**config.mk**
```make
export PLATFORM = sky130hd
export DESIGN_NAME = dynamic_priority_scheduler_unit_flat
export DESIGN_NICKNAME = d
export VERILOG_FILES = /design/src/hw/rtl/dps_pkg.sv /design/src/hw/rtl/dps_req_if.sv /design/src/hw/rtl/dps_rsp_if.sv /design/src/hw/rtl/dps_cell.sv /design/src/hw/rtl/dynamic_priority_scheduler_unit.sv /design/src/flat_wrapper.sv
export SDC_FILE = /design/constraint.sdc
export NUM_CORES = 2
export LEC_CHECK = 0
export BUFFER_PORTS_ARGS = -buffer_cell sky130_fd_sc_hd__buf_2
export CAP_MARGIN = 0
export CORE_MARGIN = 5
export CORE_UTILIZATION = 53
export CTS_BUF_LIST = sky130_fd_sc_hd__clkbuf_16
export DETAILED_ROUTE_END_ITERATION = 10
export PLACE_DENSITY = 0.72
export SLEW_MARGIN = 15
export SYNTH_ARGS = -nofsm -noshare
export SYNTH_HDL_FRONTEND = slang
export SYNTH_SLANG_ARGS = --single-unit
```
**constraint.sdc**
```tcl
create_clock -name clk -period 6.3 [get_ports clk]
set_clock_uncertainty 0.15 [all_clocks]
set_input_delay 1.26 -clock clk [delete_from_list [all_inputs] [get_ports clk]]
set_output_delay 1.26 -clock clk [all_outputs]
set_load 0.01 [all_outputs]
```
**src/hw/rtl/dps_pkg.sv**
```systemverilog
// Shared types, constants and codes for the dynamic priority scheduler.
package dps_pkg;

    // Default queue depth
    localparam int DPS_QUEUE_DEPTH = 16;

    // Field widths
    localparam int ID_W   = 8;
    localparam int PRIO_W = 8;
    localparam int TIME_W = 16;
    localparam int STAT_W = 3;

    // Request types
    localparam logic REQ_ADD   = 1'b0;
    localparam logic REQ_SLICE = 1'b1;

    // Result status codes
    localparam logic [STAT_W-1:0] STAT_ADDED    = 3'd0;
    localparam logic [STAT_W-1:0] STAT_FULL     = 3'd1;
    localparam logic [STAT_W-1:0] STAT_ZERO_RUN = 3'd2;
    localparam logic [STAT_W-1:0] STAT_RAN      = 3'd3;
    localparam logic [STAT_W-1:0] STAT_IDLE     = 3'd4;

    // Lowest priority; decrement saturates here
    localparam logic signed [PRIO_W-1:0] PRIO_MIN = 8'sh80;

    // One queued process
    typedef struct packed {
        logic [ID_W-1:0]          id;
        logic signed [PRIO_W-1:0] prio;
        logic [TIME_W-1:0]        arrival;
        logic [TIME_W-1:0]        remaining;
    } entry_t;

    // Chain-wide operation
    typedef enum logic [1:0] {
        OP_HOLD,
        OP_INSERT,
        OP_POP
    } cell_op_t;

    // Broadcast to every cell
    typedef struct packed {
        cell_op_t op;
        entry_t   new_entry;
    } cell_cmd_t;

    // Controller states
    typedef enum logic {
        ST_IDLE,
        ST_REINSERT
    } state_t;

endpackage

```
**src/hw/rtl/dps_req_if.sv**
```systemverilog
// Request channel: valid/ready handshake carrying add and time-slice requests.
interface dps_req_if
    import dps_pkg::*;
();
    logic                     valid;
    logic                     ready;
    logic                     req_type;
    logic [ID_W-1:0]          proc_id;
    logic signed [PRIO_W-1:0] priority_req;
    logic [TIME_W-1:0]        arrival_time;
    logic [TIME_W-1:0]        run_time;

    modport source (
        output valid, req_type, proc_id, priority_req, arrival_time, run_time,
        input  ready
    );

    modport sink (
        input  valid, req_type, proc_id, priority_req, arrival_time, run_time,
        output ready
    );
endinterface

```
**src/hw/rtl/dps_rsp_if.sv**
```systemverilog
// Result channel: valid/ready handshake carrying one result per request.
interface dps_rsp_if
    import dps_pkg::*;
();
    logic                     valid;
    logic                     ready;
    logic [STAT_W-1:0]        status;
    logic [ID_W-1:0]          ran_id;
    logic                     finished;
    logic [TIME_W-1:0]        remaining_after;
    logic signed [PRIO_W-1:0] priority_after;

    modport source (
        output valid, status, ran_id, finished, remaining_after, priority_after,
        input  ready
    );

    modport sink (
        input  valid, status, ran_id, finished, remaining_after, priority_after,
        output ready
    );
endinterface

```
**src/hw/rtl/dps_cell.sv**
```systemverilog
// One slot of the sorted queue: holds an entry and trades it with its neighbors.
module dps_cell
    import dps_pkg::*;
(
    input  logic      clk,
    input  logic      rst_n,
    input  cell_cmd_t cmd,
    input  logic      left_valid,
    input  logic      left_before,
    input  entry_t    left_entry,
    input  logic      right_valid,
    input  entry_t    right_entry,
    output logic      valid,
    output logic      ahead,
    output entry_t    entry
);

    logic   valid_reg;
    logic   valid_next;
    entry_t entry_reg;
    entry_t entry_next;
    logic   ins_here;

    // Newcomer ranks strictly ahead of this entry
    assign ahead = valid_reg &&
                   ((cmd.new_entry.prio > entry_reg.prio) ||
                    ((cmd.new_entry.prio == entry_reg.prio) &&
                     (cmd.new_entry.arrival < entry_reg.arrival)));

    // Slot lies at or past the insertion point
    assign ins_here = !valid_reg || ahead;

    // Next slot contents
    always_comb
    begin
        valid_next = valid_reg;
        entry_next = entry_reg;
        case (cmd.op)
            OP_INSERT:
            begin
                if (left_before)
                begin
                    valid_next = 1'b1;
                    entry_next = left_entry;
                end
                else if (ins_here && left_valid)
                begin
                    valid_next = 1'b1;
                    entry_next = cmd.new_entry;
                end
            end
            OP_POP:
            begin
                valid_next = right_valid;
                entry_next = right_entry;
            end
            default:
            begin
                valid_next = valid_reg;
                entry_next = entry_reg;
            end
        endcase
    end

    // Occupancy flag
    always_ff @(posedge clk or negedge rst_n)
    begin
        if (!rst_n)
            valid_reg <= 1'b0;
        else
            valid_reg <= valid_next;
    end

    // Entry payload
    always_ff @(posedge clk)
    begin
        entry_reg <= entry_next;
    end

    assign valid = valid_reg;
    assign entry = entry_reg;

endmodule

```
**src/hw/rtl/dynamic_priority_scheduler_unit.sv**
```systemverilog
// Dynamic priority scheduler with aging: top level with controller and cell chain.
//
// A ready queue of up to QUEUE_DEPTH processes held in a chain of cells, sorted by
// descending priority, then ascending arrival time, then insertion order; cell 0
// is the head. An add request is inserted (or rejected for zero run time or a
// full queue) in the cycle it is accepted, by a broadcast compare in every cell
// and a one-slot shift. A time-slice request pops the head in the cycle it is
// accepted (on an empty queue it returns an idle status) and its result is
// registered then; an unfinished process is put back through the chain in the
// following cycle, while no new request is taken. No clearing pass is needed
// after reset. A new request is taken while the controller is idle and the
// result register is empty or being emptied in the same cycle.
module dynamic_priority_scheduler_unit
    import dps_pkg::*;
#(
    parameter int QUEUE_DEPTH = DPS_QUEUE_DEPTH
)
(
    input  logic         clk,
    input  logic         rst_n,
    dps_req_if.sink      req,
    dps_rsp_if.source    rsp
);

    state_t    state_reg;
    state_t    state_next;
    cell_cmd_t cmd;
    entry_t    hold_reg;
    entry_t    hold_next;
    logic      hold_load;

    logic      req_fire;
    logic      queue_empty;
    logic      queue_full;

    // Head after one slice
    entry_t    head_dec;
    logic      head_done;

    // Result register
    logic                     rsp_valid_reg;
    logic                     rsp_load;
    logic [STAT_W-1:0]        status_reg;
    logic [STAT_W-1:0]        status_next;
    logic [ID_W-1:0]          ran_id_reg;
    logic [ID_W-1:0]          ran_id_next;
    logic                     finished_reg;
    logic                     finished_next;
    logic [TIME_W-1:0]        remaining_reg;
    logic [TIME_W-1:0]        remaining_next;
    logic signed [PRIO_W-1:0] prio_out_reg;
    logic signed [PRIO_W-1:0] prio_out_next;

    // Chain wiring; the extra slot past the tail reads as empty
    logic   cell_valid  [0:QUEUE_DEPTH];
    logic   cell_before [0:QUEUE_DEPTH];
    entry_t cell_entry  [0:QUEUE_DEPTH];

    assign cell_valid[QUEUE_DEPTH]  = 1'b0;
    assign cell_before[QUEUE_DEPTH] = 1'b0;
    assign cell_entry[QUEUE_DEPTH]  = '0;

    // Cell chain
    for (genvar i = 0; i < QUEUE_DEPTH; i++)
    begin : g_cell
        logic   lv;
        logic   lb;
        entry_t le;

        if (i == 0)
        begin : g_head
            assign lv = 1'b1;
            assign lb = 1'b0;
            assign le = '0;
        end
        else
        begin : g_body
            assign lv = cell_valid[i-1];
            assign lb = cell_before[i-1];
            assign le = cell_entry[i-1];
        end

        dps_cell u_cell (
            .clk         (clk),
            .rst_n       (rst_n),
            .cmd         (cmd),
            .left_valid  (lv),
            .left_before (lb),
            .left_entry  (le),
            .right_valid (cell_valid[i+1]),
            .right_entry (cell_entry[i+1]),
            .valid       (cell_valid[i]),
            .ahead       (cell_before[i]),
            .entry       (cell_entry[i])
        );
    end

    assign queue_empty = !cell_valid[0];
    assign queue_full  = cell_valid[QUEUE_DEPTH-1];
    assign req_fire    = req.valid && req.ready;

    // Aging of the head process
    always_comb
    begin
        head_dec = cell_entry[0];
        if (cell_entry[0].prio != PRIO_MIN)
            head_dec.prio = cell_entry[0].prio - 8'sd1;
        if (cell_entry[0].remaining != '0)
            head_dec.remaining = cell_entry[0].remaining - 16'd1;
        head_done = (head_dec.remaining == '0);
    end

    // Next state
    always_comb
    begin
        state_next = state_reg;
        case (state_reg)
            ST_IDLE:
            begin
                if (req_fire && (req.req_type == REQ_SLICE) && !queue_empty && !head_done)
                    state_next = ST_REINSERT;
            end
            ST_REINSERT:
                state_next = ST_IDLE;
            default:
                state_next = ST_IDLE;
        endcase
    end

    // Controller outputs: handshake, chain command, result
    always_comb
    begin
        req.ready      = 1'b0;
        cmd.op         = OP_HOLD;
        cmd.new_entry  = hold_reg;
        hold_load      = 1'b0;
        hold_next      = head_dec;
        rsp_load       = 1'b0;
        status_next    = STAT_IDLE;
        ran_id_next    = '0;
        finished_next  = 1'b0;
        remaining_next = '0;
        prio_out_next  = '0;
        case (state_reg)
            ST_IDLE:
            begin
                req.ready = !rsp_valid_reg || rsp.ready;
                if (req_fire)
                begin
                    rsp_load = 1'b1;
                    if (req.req_type == REQ_ADD)
                    begin
                        cmd.new_entry.id        = req.proc_id;
                        cmd.new_entry.prio      = req.priority_req;
                        cmd.new_entry.arrival   = req.arrival_time;
                        cmd.new_entry.remaining = req.run_time;
                        if (req.run_time == '0)
                            status_next = STAT_ZERO_RUN;
                        else if (queue_full)
                            status_next = STAT_FULL;
                        else
                        begin
                            status_next = STAT_ADDED;
                            cmd.op      = OP_INSERT;
                        end
                    end
                    else if (!queue_empty)
                    begin
                        status_next    = STAT_RAN;
                        ran_id_next    = head_dec.id;
                        finished_next  = head_done;
                        remaining_next = head_dec.remaining;
                        prio_out_next  = head_dec.prio;
                        cmd.op         = OP_POP;
                        hold_load      = !head_done;
                    end
                end
            end
            ST_REINSERT:
            begin
                cmd.op        = OP_INSERT;
                cmd.new_entry = hold_reg;
            end
            default:
            begin
                cmd.op = OP_HOLD;
            end
        endcase
    end

    // State and result-valid registers
    always_ff @(posedge clk or negedge rst_n)
    begin
        if (!rst_n)
        begin
            state_reg     <= ST_IDLE;
            rsp_valid_reg <= 1'b0;
        end
        else
        begin
            state_reg <= state_next;
            if (rsp_load)
                rsp_valid_reg <= 1'b1;
            else if (rsp.ready)
                rsp_valid_reg <= 1'b0;
        end
    end

    // Result payload and process held for reinsertion
    always_ff @(posedge clk)
    begin
        if (rsp_load)
        begin
            status_reg    <= status_next;
            ran_id_reg    <= ran_id_next;
            finished_reg  <= finished_next;
            remaining_reg <= remaining_next;
            prio_out_reg  <= prio_out_next;
        end
        if (hold_load)
            hold_reg <= hold_next;
    end

    assign rsp.valid           = rsp_valid_reg;
    assign rsp.status          = status_reg;
    assign rsp.ran_id          = ran_id_reg;
    assign rsp.finished        = finished_reg;
    assign rsp.remaining_after = remaining_reg;
    assign rsp.priority_after  = prio_out_reg;

endmodule

```
**src/flat_wrapper.sv**
```systemverilog
// flat-port wrapper written by rule: the top's interface ports become plain ports
module dynamic_priority_scheduler_unit_flat import dps_pkg::*;
#(
    parameter int QUEUE_DEPTH = DPS_QUEUE_DEPTH
)
  (clk, rst_n, req_valid, req_req_type, req_proc_id, req_priority_req, req_arrival_time, req_run_time, req_ready, rsp_valid, rsp_status, rsp_ran_id, rsp_finished, rsp_remaining_after, rsp_priority_after, rsp_ready);
  dps_req_if req_i ();
  dps_rsp_if rsp_i ();
  input  logic clk;
  input  logic rst_n;
  input wire logic [$bits(req_i.valid)-1:0] req_valid;
  input wire logic [$bits(req_i.req_type)-1:0] req_req_type;
  input wire logic [$bits(req_i.proc_id)-1:0] req_proc_id;
  input wire logic [$bits(req_i.priority_req)-1:0] req_priority_req;
  input wire logic [$bits(req_i.arrival_time)-1:0] req_arrival_time;
  input wire logic [$bits(req_i.run_time)-1:0] req_run_time;
  output wire logic [$bits(req_i.ready)-1:0] req_ready;
  output wire logic [$bits(rsp_i.valid)-1:0] rsp_valid;
  output wire logic [$bits(rsp_i.status)-1:0] rsp_status;
  output wire logic [$bits(rsp_i.ran_id)-1:0] rsp_ran_id;
  output wire logic [$bits(rsp_i.finished)-1:0] rsp_finished;
  output wire logic [$bits(rsp_i.remaining_after)-1:0] rsp_remaining_after;
  output wire logic [$bits(rsp_i.priority_after)-1:0] rsp_priority_after;
  input wire logic [$bits(rsp_i.ready)-1:0] rsp_ready;
  assign req_i.valid = req_valid;
  assign req_i.req_type = req_req_type;
  assign req_i.proc_id = req_proc_id;
  assign req_i.priority_req = req_priority_req;
  assign req_i.arrival_time = req_arrival_time;
  assign req_i.run_time = req_run_time;
  assign req_ready = req_i.ready;
  assign rsp_valid = rsp_i.valid;
  assign rsp_status = rsp_i.status;
  assign rsp_ran_id = rsp_i.ran_id;
  assign rsp_finished = rsp_i.finished;
  assign rsp_remaining_after = rsp_i.remaining_after;
  assign rsp_priority_after = rsp_i.priority_after;
  assign rsp_i.ready = rsp_ready;
  dynamic_priority_scheduler_unit #(.QUEUE_DEPTH(QUEUE_DEPTH)) u_core (.clk(clk), .rst_n(rst_n), .req(req_i), .rsp(rsp_i));
endmodule
```
**Yosys cells after proc, flatten, opt, wreduce, memory -nomap -nowiden**

Cells that the tools add are included.

- Bitwise gates (word level): 4
- Multiplexer cells: 118
- Add/sub/neg operators: 2
- Magnitude comparators: 32
- Equality and inequality tests: 35
- Reduce and logical (&&, ||, !) cells: 125

Operator list:

| kind | number |
|---|---|
| $mux 48 | 32 |
| $pmux 48 s2 | 16 |
| $lt 16x16->1 | 16 |
| $eq 8x8->1 | 16 |
| $gt 8x8->1 | 16 |
| $pmux 50 s2 | 1 |
| $logic_and 1x1->1 | 51 |
| $mux 50 | 1 |
| $ne 3x3->1 const B | 15 |
| $mux 1 | 43 |
| $pmux 1 s2 | 17 |
| $logic_or 1x1->1 | 33 |
| $logic_not 16->1 | 2 |
| $reduce_and 2->1 | 16 |
| $logic_not 1->1 | 18 |
| $mux 16 | 1 |
| $reduce_bool 16->1 | 1 |
| $sub 16x1->16 const B | 1 |
| $mux 2 | 4 |
| $mux 8 | 1 |
| $ne 8x8->1 const B | 1 |
| $sub 8x2->8 const B | 1 |
| $mux 3 | 2 |
| $not 1->1 | 4 |
| other kinds (6) | 7 |

- Word-level logic and storage cells: 407
- Input port bits: 53
- Register bits after elaboration: 870
- Output and inout bits: 38

**Longest topological paths before layout**

- Depth in word-level cells: 15
- Mapped depth: 15
- Depth with buffers taken out: 11

**Cells and area by module**

From an unflattened synthesis, not the netlist that was laid out.

- Cells, all modules: 5163
- Area, all modules: 53949.2 µm²

Modules (own cells, without submodules):

| module | area an instance (µm²) | sequential area each (µm²) | instances | cells an instance |
|---|---|---|---|---|
| dps_cell (u_core.g_cell[0].u_cell ...) | 3114.2 | 1466.4 | 10 | 302 |
| dps_cell (u_core.g_cell[5].u_cell ...) | 3103.0 | 1466.4 | 5 | 306 |
| dynamic_priority_scheduler_unit | 4196.5 | 2572.5 | 1 | 309 |
| dps_cell (u_core.g_cell[12].u_cell) | 3095.5 | 1466.4 | 1 | 304 |

**Least setup slack after synthesis**

Ideal clock, no wire load.

- Path type: input to register
- Start point: in rsp_ready
- End point: reg u_core.g_cell[3].u_cell.entry_reg, in the netlist u_core.g_cell[3].u_cell.entry[0] (enable)
- Setup time: 0.482 ns
- Cell stages on the path: 11
- Arrival time: 6.749 ns
- Setup slack: -1.082 ns
- Required time: 5.668 ns
- Cells stage by stage: nand2b_1 nand3_1 buf_2 mux2i_1 ha_1 nand2_1 nor3_1 nand2b_1 a2111oi_0 a22oi_1 a31oi_1

- Word-level cells in the longest chain between the ends: 13
- Elaborated cells on any way between the ends: 24

Ends and longest elaborated chain:

| what | line | text |
|---|---|---|
| from (decl) | flat_wrapper.sv:24 | `input wire logic [$bits(rsp_i.ready)-1:0] rsp_ready;` |
| $logic_or 1x1->1 * | dynamic_priority_scheduler_unit.sv:147 | `req.ready = !rsp_valid_reg \|\| rsp.ready;` |
| $mux 1 * | dynamic_priority_scheduler_unit.sv:144 | `case (state_reg)` |
| $logic_and 1x1->1 * | dynamic_priority_scheduler_unit.sv:100 | `assign req_fire = req.valid && req.ready;` |
| $mux 50 * | dynamic_priority_scheduler_unit.sv:148 | `if (req_fire)` |
| $pmux 50 s2 * | dynamic_priority_scheduler_unit.sv:144 |  |
| $lt 16x16->1 / $eq 8x8->1 (equally long branches) | dps_cell.sv:28, dps_cell.sv:27 |  |
| $logic_and 1x1->1 | dps_cell.sv:27 | `((cmd.new_entry.prio == entry_reg.prio) &&` |
| $logic_or 1x1->1 | dps_cell.sv:26 | `((cmd.new_entry.prio > entry_reg.prio) \|\|` |
| $logic_and 1x1->1 | dps_cell.sv:25 | `assign ahead = valid_reg &&` |
| $logic_or 1x1->1 | dps_cell.sv:31 | `assign ins_here = !valid_reg \|\| ahead;` |
| $logic_and 1x1->1 | dps_cell.sv:46 | `else if (ins_here && left_valid)` |
| $ne 3x3->1 (no line) | -- |  |
| $reduce_and 2->1 (no line) * | -- |  |
| to (signal assigned) | dps_cell.sv:77 | `entry_reg <= entry_next;` |
| to (decl) | dps_cell.sv:20 | `entry_t entry_reg;` |

Every way passes the cells marked *; elsewhere a longest branch is shown, timed or not.
A chain may end at the register's enable or synchronous reset.

**Worst setup path after layout**

- Start point: in req_req_type
- End point: reg u_core.g_cell[9].u_cell.entry_reg, in the netlist u_core.g_cell[9].u_cell.entry[47] (enable)

- Word-level cells in the longest chain between the ends: 11
- Elaborated cells on any way between the ends: 23

Ends and longest elaborated chain:

| what | line | text |
|---|---|---|
| from (decl) | flat_wrapper.sv:12 | `input wire logic [$bits(req_i.req_type)-1:0] req_req_type;` |
| $mux 48 | dynamic_priority_scheduler_unit.sv:151 | `if (req.req_type == REQ_ADD)` |
| $mux 50 * | dynamic_priority_scheduler_unit.sv:148 |  |
| $pmux 50 s2 * | dynamic_priority_scheduler_unit.sv:144 |  |
| $lt 16x16->1 / $eq 8x8->1 (equally long branches) | dps_cell.sv:28, dps_cell.sv:27 |  |
| $logic_and 1x1->1 | dps_cell.sv:27 |  |
| $logic_or 1x1->1 | dps_cell.sv:26 |  |
| $logic_and 1x1->1 | dps_cell.sv:25 |  |
| $logic_or 1x1->1 | dps_cell.sv:31 |  |
| $logic_and 1x1->1 | dps_cell.sv:46 |  |
| $ne 3x3->1 (no line) | -- |  |
| $reduce_and 2->1 (no line) * | -- |  |
| to (signal assigned) | dps_cell.sv:77 |  |
| to (decl) | dps_cell.sv:20 |  |

Marks and branches as above.

==> flow_summary_export.csv <==
group,metric,value,unit
timing,min_period,5.27,ns
layout,drive_gt1_share,11.6,%
global_route,grt_pass1_wl,227,mm
layout,layoutNonFillerInstCount,6016,
synth,ys_seq_area_share,51.9,%
layout,largest_reg_flops,768,
synth,synth_edf_count,852,
die,start_util,53.6,%
clock_network,cts_tree,"built",
layout,final_util,59.6,%
clock_network,cts_buffers,91,
clock_network,post_cts_buffers,0,
pwr,power_density,551,nW/µm²
die,die_width,318,µm
layout,layout_commonest_cell,"edfxtp_1",
critical_path,crit_chain,"buf_2 > nor3_4 > buf_4 > buf_4 > mux2_2 > buf_4 > ha_1 > nand4_1 > nor3_1 > o311a_1 > a21o_1 > o21ai_0 > nor2_1 > a31oi_4 > buf_12",
layout,syn2layout_area_growth,11.1,%
place,pre_cts_ws,0.358,ns
clock_network,ctsHoldBuffers,0,
clock_network,cts-root-buf,"clkbuf_16",
die,fp.dieH,318,µm
run_status,status,"finished clean",
synth,synth_seq_cells,870,
synth,syn-instance-count,4703,
critical_path,crit_slowest_cell,"nor3_1",
timing,worst_slew_pin_slew,1.17,ns
critical_path,cp_max_fo,32,
worst_hold_path,worstHoldPathType,"reg2reg",
place,placed_cells,5845,
critical_path,crit_path_start_kind,"primary input",
run,drv_cap,0,
synth,ys.flop_type,"edfxtp_1",
synth,synth_fp_nets,5128,
critical_path,crit_path_frequent_cell,"buf_4",
timing,maxSlewHeadroom,21.7,%
place,gp_congestion,0.928,
synth,synth_area_per_cell,10.7,µm²
pwr,p_leak,21.3,nW
layout,fin_nets,5110,
route,drt_iter0_drc,4998,
die,placementRows,112,
pwr,peakVddDrop,0.414,mV
global_route,antenna_found_initial,1,
critical_path,cp.arrival,5.52,ns
route,viasPerCell,6.70,
critical_path,path_delay_family,"simple AND/OR/NAND/NOR gates",
global_route,busiest_layer,"met2",
global_route,grtUsageMet3,4.80,%
synth,synth_cell_types,86,
synth,synthArstFlopShare,2.07,%
global_route,use_met1,38.1,%
clock_network,htreeDepth,3,
timing,rsz0062_at_grt,"no",
route,totalWireLength,147,mm
clock_network,cts_sinks,870,
clock_network,clk_latency,0.68,ns
clock_network,cts_resized,0,
synth,yosysWarnings,0,
timing,worst_slack,1.03,ns
global_route,track_usage,27.8,%
clock_network,cts_max_path_buffers,3,
layout,nFillCells,7719,
global_route,grt-ovfl-total,0,
timing,maxSlewViolCount,0,
critical_path,max_stage_delay,0.52,ns
global_route,grt_use_met2,44.7,%
timing,max_freq,0.190,GHz
layout,final_cell_mix,"edfxtp_1 (852), inv_1 (528), nor2_1 (454)",
synth,syn_area,50200,µm²
place,dp_hpwl,97.9,mm
die,io_pins,91,
global_route,grt_max_degree,159,
die,core,93600,µm²
timing,hold_violations,0,
timing,period_share,83.7,%
global_route,first_global_vias,39400,
die,dieArea,101000,µm²
route,drc,0,
layout,fin_area,55800,µm²
route,firstDrtPassIters,6,
route,num_vias,40300,
clock_network,clk_pin_slew_worst_paths,0.06,ns
critical_path,endpoint_kind,"register",
critical_path,cp.required,6.55,ns
timing,finalSetupViolCount,0,
place,placed_area,52800,µm²
route,post_drt_wl_per_cell,24.5,µm
place,io_buffers,90,
route,final_antenna_net_count,0,
critical_path,r2r_slack,1.11,ns
critical_path,critical_path_class,"in2reg",
layout,n_antenna_cell,0,
pwr,power,30.7,mW
critical_path,crit_buf_inv,5,
==> kinds of logic (layout without fill, tap and decap cells) <==
family                   count (synthesis)  count (layout)  synth area share [%]
XOR/XNOR                                17              17                 0.297
adder cells (fa/ha/maj)                372             372                  9.28
AO/OA/AOI/OAI                         1336            1336                  19.4
AND/OR/NAND/NOR                       1199            1199                  11.3
buffers and inverters                  859             918                  6.77
flip-flops                             870             870                  51.9
multiplexers                            50              50                  1.11
==> worst reg2reg max path, cell delays in order (launching register included) <==
cell      delay [ns]
dfrtp_1         0.49
nand2b_1        0.25
nor3_4          0.36
buf_4           0.32
buf_4           0.17
mux2_2          0.42
buf_4           0.23
ha_1            0.32
nand4_1         0.15
nor3_1          0.52
o311a_1         0.35
a21o_1          0.10
o21ai_0         0.08
nor2_1          0.32
a31oi_4         0.34
buf_12          0.31
==> path summary, 6_finish.rpt <==
| path | startpoint | end | cells past startpoint |
|---|---|---|---|
| max in group asynchronous | rst_n | u_core.g_cell[15].u_cell.valid$_DFFE_PN0P_ | 1 |
| hold / removal | u_core.g_cell[0].u_cell.entry[44]$_DFFE_PP_ | u_core.hold_reg[44]$_DFFE_PP_ | 0 |
| min in group asynchronous | rst_n | u_core.rsp.valid$_DFFE_PN0P_ | 1 |
| setup / recovery | req_req_type | u_core.g_cell[9].u_cell.entry[47]$_DFFE_PP_ | 15 |
| setup reg to reg | u_core.state_reg$_DFF_PN0_ | u_core.g_cell[9].u_cell.entry[47]$_DFFE_PP_ | 15 |
| hold reg to reg | u_core.g_cell[0].u_cell.entry[44]$_DFFE_PP_ | u_core.hold_reg[44]$_DFFE_PP_ | 0 |
==> metrics by stage <==
stage | hold slack, ns | setup TNS (ns)
2_1_floorplan | 0.276 | -103.19
3_3_place_gp | 0.278 | 0
3_5_place_dp | 0.290 | 0
4_1_cts | 0.303 | 0
5_1_grt | 0.308 | 0
6_report | 0.303 | 0
==> per-layer routing <==
metal	vias to the layer above	part of all wire (%)
li1	18000	-
met1	19700	40
met2	2221	47
met3	368	9.1
met4	2	3.9
met5	-	0.0088
==> cell usage after synthesis (9+ instances only) <==
master | number | area (µm²)
o211ai_1 | 15 | 113
ha_1 | 372 | 4650
and2_1 | 20 | 125
clkbuf_1 | 252 | 946
buf_1 | 28 | 105
a221oi_2 | 37 | 556
o22ai_1 | 196 | 1230
o21ai_0 | 86 | 430
a21oi_1 | 349 | 1750
a211oi_2 | 28 | 350
a21boi_0 | 10 | 75.1
a31oi_1 | 17 | 106
buf_6 | 13 | 146
nand2b_1 | 18 | 113
dfrtp_1 | 18 | 450
mux2_2 | 46 | 518
nand4_1 | 64 | 400
a221oi_1 | 334 | 2930
a211oi_1 | 94 | 706
o21a_1 | 9 | 67.6
nor2b_1 | 22 | 138
buf_2 | 58 | 290
nor4_1 | 12 | 75.1
nand2_1 | 94 | 353
nor2_1 | 463 | 1740
nand3_1 | 95 | 475
nor3_1 | 352 | 1760
xnor2_1 | 15 | 131
inv_1 | 507 | 1900
or3_1 | 9 | 56.3
o31ai_1 | 30 | 225
a21o_1 | 30 | 225
edfxtp_1 | 852 | 25600
==> final cells by class <==
cell class	instances	area, µm²	share of cell area, %
flip-flops and latches	870	26000	46.7
multi-input cells	2974	21200	38.1
clock buffers	93	2330	4.17
repair buffers	241	2070	3.72
inverters	507	1900	3.41
well taps	1254	1570	2.81
clock inverters	77	618	1.11
==> report_power, final <==
group          internal, mW  leakage [nW]  total, mW  switching (mW)
clock                  3.02          1.53       5.41            2.39
combinational          4.75          11.7       13.9            9.16
sequential             10.0          8.08       11.4            1.37
Power figures use the tool's default switching activity.
